$ cat src/hdl/cfsi_pkg.sv
`default_nettype none
package cfsi_pkg;
    localparam int TABLE_DEPTH_DEF = 65536;
    localparam int CNT_W = 32;
    localparam int FP_W = 64;
    localparam int KEY_W = 32;
    localparam int SIZE_W = 17;
    localparam int LIM_W = 11;
    localparam int FPB_W = 7;
    localparam logic [LIM_W-1:0] PROBE_CAP = 11'd1024;
    localparam logic [1:0] REG_FPB = 2'd0;
    localparam logic [1:0] REG_SIZE = 2'd1;
    localparam logic [1:0] REG_LIMIT = 2'd2;

    typedef enum logic [3:0] {
        ST_IDLE, ST_MOD1, ST_MOD2, ST_ADDR, ST_READ, ST_CHECK, ST_RMOD, ST_RADDR,
        ST_WRITE, ST_OUT, ST_CLEAR
    } state_t;

    typedef struct packed {
        logic                start;
        logic [KEY_W-1:0]    dividend;
        logic [SIZE_W-1:0]   divisor;
    } div_req_t;

    typedef struct packed {
        logic                busy;
        logic [SIZE_W-1:0]   rem;
    } div_rsp_t;
endpackage
`default_nettype wire

$ cat src/hdl/cfsi_mod.sv
`default_nettype none
// restoring remainder, one quotient bit per cycle
module cfsi_mod
(
    input  wire logic               clk,
    input  wire logic               rst_n,
    input  wire cfsi_pkg::div_req_t req,
    output cfsi_pkg::div_rsp_t      rsp
);
    localparam int W = cfsi_pkg::KEY_W;
    logic [5:0] cnt_reg, cnt_next;
    logic [W-1:0] dvd_reg, dvd_next;
    logic [cfsi_pkg::SIZE_W-1:0] dvs_reg, dvs_next;
    logic [cfsi_pkg::SIZE_W:0] rem_reg, rem_next;
    logic [cfsi_pkg::SIZE_W:0] sh;

    always_ff @(posedge clk or negedge rst_n)
    begin
        if (!rst_n)
            cnt_reg <= '0;
        else
            cnt_reg <= cnt_next;
    end

    always_ff @(posedge clk)
    begin
        dvd_reg <= dvd_next;
        dvs_reg <= dvs_next;
        rem_reg <= rem_next;
    end

    always_comb
    begin
        cnt_next = cnt_reg;
        dvd_next = dvd_reg;
        dvs_next = dvs_reg;
        rem_next = rem_reg;
        sh = {rem_reg[cfsi_pkg::SIZE_W-1:0], dvd_reg[W-1]};
        if (req.start)
        begin
            cnt_next = 6'(W);
            dvd_next = req.dividend;
            dvs_next = req.divisor;
            rem_next = '0;
        end
        else if (cnt_reg != '0)
        begin
            cnt_next = cnt_reg - 6'd1;
            dvd_next = {dvd_reg[W-2:0], 1'b0};
            rem_next = (sh >= {1'b0, dvs_reg}) ? sh - {1'b0, dvs_reg} : sh;
        end
    end

    // busy from the count alone, so a caller may start on the idle response
    assign rsp.busy = (cnt_reg != '0);
    assign rsp.rem  = rem_reg[cfsi_pkg::SIZE_W-1:0];
endmodule
`default_nettype wire

$ cat config.mk
export PLATFORM = sky130hd
export DESIGN_NAME = cfsi_mod
export DESIGN_NICKNAME = d
export VERILOG_FILES = /design/src/hdl/cfsi_pkg.sv /design/src/hdl/cfsi_mod.sv
export SDC_FILE = /design/constraint.sdc
export NUM_CORES = 1
export LEC_CHECK = 0
export BUFFER_PORTS_ARGS = -buffer_cell sky130_fd_sc_hd__buf_2
export CORE_ASPECT_RATIO = 0.5
export CORE_MARGIN = 3
export CORE_UTILIZATION = 60
export DETAILED_ROUTE_END_ITERATION = 8
export HOLD_SLACK_MARGIN = 0.12
export PLACE_DENSITY = 0.87
export SETUP_SLACK_MARGIN = 0.02
export SYNTH_ARGS = -nofsm -noshare
export SYNTH_HDL_FRONTEND = slang
export SYNTH_SLANG_ARGS = --single-unit
$ cat constraint.sdc
create_clock -name clk -period 4.7 [get_ports clk]
set_clock_uncertainty 0.1 [all_clocks]
set_input_delay 1.175 -clock clk [delete_from_list [all_inputs] [get_ports clk]]
set_output_delay 1.175 -clock clk [all_outputs]
set_load 0.03 [all_outputs]
Word-level counts from Yosys, hierarchy flattened
Index checks and enable logic that the tools add are counted.
{"block": "word_totals", "regBits": 72, "in_bits": 52, "output_inout_bits": 18, "wordCells": 14}
{"block": "classes", "addsub": 2, "order_cmp": 1, "n_mux": 5, "n_reduce_logical": 2}
{"op": "$mux 32", "count": 2}
{"op": "$ge 18x17->1", "count": 1}
{"op": "$mux 17", "count": 1}
{"op": "$sub 17x17->17", "count": 1}
{"op": "$mux 6", "count": 2}
{"op": "$reduce_bool 6->1", "count": 1}
{"op": "$sub 6x1->6 const B", "count": 1}
{"op": "$reduce_bool 2->1", "count": 1}

Depth between registers and ports, before layout
{"block": "depth", "depth_word": 3, "depth_mapped": 11, "mapped_depth_nobuf": 10}

Worst setup path after synthesis
OpenSTA, ideal clock, no wires.
{"block": "synth_timing", "kind": "flip-flop to output port", "start": "reg cnt_reg[0]", "end": "out rsp[17] in the netlist's numbering", "arrival_time_ns": 1.607, "required_time_ns": 3.425, "slack_ns": 1.818, "path_stages_with_launch": 8, "n_path_buf": 2, "path_cell_list": "dfrtp_1 > inv_1 > ha_1 > nand2_1 > nor3_2 > inv_1 > clkbuf_1 > clkbuf_1"}
{"item": "start, declared", "line": "cfsi_mod.sv:11", "source": "logic [5:0] cnt_reg, cnt_next;"}
{"item": "start signal, assigned", "line": "cfsi_mod.sv:22", "source": "cnt_reg <= cnt_next;"}
{"item": "end, declared", "line": "cfsi_mod.sv:8", "source": "output cfsi_pkg::div_rsp_t rsp"}

==> results.py <==
metrics = {
    "pwr": {
        "fin_total_pwr_uw": 2732,
        "power_density_mw_per_mm2": 592.7,
        "leakagePower_uw": 0.001993,
        "vdd_ir_drop_max_v": 0.0003166,
    },
    "placement": {
        "place_ws_ns": 1.473,
        "gp_congestion": 0.8806,
        "post_dp_cell_area_mm2": 0.004330,
        "dp_hpwl_um": 5979,
        "numPortBuffers": 69,
    },
    "global_route": {
        "grt.overflow.total": 0,
        "grt_usage_pct": 23.52,
        "grt_pass1_vias": 2863,
        "grt_pass1_wl_um": 13910,
        "grt_max_degree": 72,
        "antenna_found_initial": 0,
    },
    "min_path": {
        "min_path_cells": 2,
        "hp-class": "flip-flop to flip-flop",
        "hp-start": "rem_reg[2]$_SDFFE_PP0P_",
        "holdPathEnd": "rem_reg[2]$_SDFFE_PP0P_",
    },
    "finish": {
        "antenna_cells": 0,
        "final_nets": 490,
        "fin_area_mm2": 0.004609,
        "largest_reg_flops": 32,
        "drive_above_1_share_pct": 30.42,
        "layout-area-overhead-vs-synth_pct": 16.58,
        "nFillCells": 449,
    },
    "worst_setup_path": {
        "end_kind": "output port",
        "path_class": "flip-flop to output port",
        "cp_data_required_time_ns": 3.42,
        "critPathSlowestCell": "nor3_2",
        "ff2ff_path_depth": 10,
        "crit_buf_inv": 4,
        "timing.rr.start": "dvd_reg[31]$_DFFE_PP_",
        "crit_path_cell_trace": "inv_1, ha_1, nand2_1, nor3_2, inv_1, buf_4, buf_2",
        "max_stage_delay_ns": 0.47,
        "crit_fanout": 20,
        "startpoint_type": "flip-flop",
        "arrival_ns": 2.38,
        "rrSetupSlack_ns": 1.58,
        "r2r-end": "rem_reg[0]$_SDFFE_PP0P_",
        "critical-path-top-delay-family": "buffers and inverters",
        "timing.critical_path.mode_cell": "inv_1",
    },
    "floorplan": {
        "rows": 20,
        "coreArea_mm2": 0.006231,
        "die_w_um": 120.8,
        "die-area_mm2": 0.007659,
        "start_util_pct": 63.45,
        "ios": 70,
        "die_y_um": 63.40,
    },
    "clocking": {
        "ctsHoldBuffers": 0,
        "post_cts_resized": 0,
        "post_cts_buffers": 0,
        "clockBufferDepth": 2,
        "cts_tree": "done",
        "numCtsBuffers": 9,
        "path_clk_slew_ns": 0.06,
        "htree_levels": 3,
        "clock_latency_ns": 0.34,
        "clkSinkCount": 72,
        "cts-root-buf": "clkbuf_16",
    },
    "synth": {
        "synthFlopType": "edfxtp_1",
        "synth_seq_cells": 72,
        "avgSynthCellArea_um2": 11.20,
        "yosysWarnings": 0,
        "synthMostInstantiatedCell": "edfxtp_1",
        "synthTopCellsByArea": "edfxtp_1 37%, mux2_2 9.1%, dfxtp_1 8.6%",
        "ys_seq_area_share_pct": 49.62,
        "synth_area_leader_cell": "edfxtp_1",
        "syn_inst": 353,
        "syn_area_mm2": 0.003954,
        "synth_cell_types": 55,
        "async_flop_share_pct": 8.333,
        "syn_nets": 424,
        "synth_top_area_share_pct": 37.22,
        "ys_top_cells_by_count": "49 x edfxtp_1, 32 x mux2_2, 28 x nor2_1, 27 x inv_1, 19 x a21oi_1",
        "synth_edf_count": 49,
    },
    "routing": {
        "wire_per_inst_um": 16.60,
        "via_per_inst": 5.908,
        "drc": 0,
        "drtIter0Drc": 207,
        "ant_nets": 0,
        "via_count": 3025,
        "firstDrtPassIters": 5,
        "wirelength_um": 8498,
    },
    "sta": {
        "maxSlewViolCount": 0,
        "period_needed_ns": 3.656,
        "finalHoldViolations": 0,
        "tns_ns": 0,
        "worst_pin_slew_ns": 1.157,
        "slew_headroom_pct": 22.76,
        "finalSetupViolations": 0,
        "post-route-period-util_pct": 77.79,
        "rsz0062_at_grt": "no",
        "setup_slack_ns": 1.044,
        "fmax_mhz": 273.5,
        "hold_ws_ns": 0.4223,
    },
    "flow_run": {
        "maxCapViolCount": 0,
    },
    "run_status": {
        "status": "finished clean",
    },
}
[per-layer routing]
metal	part of all wire, %	up-vias	track usage [%]
met5	0	-	0
met4	2.0	0	6.638
met3	9.2	15	10.67
met2	46	131	35.79
met1	43	1430	30.54
li1	-	1449	-
[where the power goes]
group	internal, uW	switching, uW
logic	440	698
clock network	360	276
registers	850	108
[cell usage in the layout (no fill, tap or decap), types with 6 or more instances in the layout]
master,netlist,layout
o21ai_0,10,10
xor2_1,7,7
nand2_1,18,18
nand2b_1,6,6
inv_1,27,27
mux2_2,32,32
buf_2,1,69
a21oi_1,19,19
a21o_1,7,7
xnor2_1,6,6
nor2_1,28,28
edfxtp_1,49,49
dfrtp_1,6,6
a211oi_1,8,8
dfxtp_1,17,17
clkbuf_16,0,9
a31oi_1,6,6
ha_1,18,18
[area by class of cell]
type,instances,area (um2),share of cell area [%]
multi-input cells,238,1797,38.98
inverters,27,101.3,2.199
flip-flops and latches,72,1962,42.56
well taps,88,110.1,2.389
clock buffers,9,225.2,4.886
repair buffers,71,360.3,7.818
clock inverters,7,53.80,1.167
[worst max-delay path by stage]
| stage | startpoint | end | cells past startpoint |
|---|---|---|---|
| detailed placement | cnt_reg[0]$_DFFE_PN0P_ | rsp[17] | 7 |
| global route | cnt_reg[0]$_DFFE_PN0P_ | rsp[17] | 7 |
| finish | cnt_reg[0]$_DFFE_PN0P_ | rsp[17] | 7 |
| CTS | cnt_reg[0]$_DFFE_PN0P_ | rsp[17] | 7 |
| floorplan | cnt_reg[0]$_DFFE_PN0P_ | rsp[17] | 7 |
| global placement | cnt_reg[0]$_DFFE_PN0P_ | rsp[17] | 7 |
[metrics by stage]
step	instances	util, %
6_report	512	73.98
5_1_grt	512	73.98
4_1_cts	512	73.98
3_5_place_dp	496	69.50
3_3_place_gp	496	69.50
2_1_floorplan	353	-
[worst register-to-register path: stages (launching register included)]
cell      delay, ns
edfxtp_1       0.35
inv_1          0.08
ha_1           0.16
inv_1          0.05
fa_1           0.40
a21o_1         0.25
a221oi_4       0.34
o211ai_2       0.13
a21oi_2        0.53
mux2_2         0.41
a211oi_1       0.22
[logic make-up after synthesis]
| group | count (synthesis) | synth area share, % |
|---|---|---|
| simple gates | 88 | 11.27 |
| compound gates | 81 | 14.72 |
| flops | 72 | 49.62 |
| buf+inv | 43 | 4.937 |
| mux | 37 | 10.38 |
| fa+ha+maj | 19 | 6.203 |
| xor+xnor | 13 | 2.880 |
(Power assumes the default switching activity.)
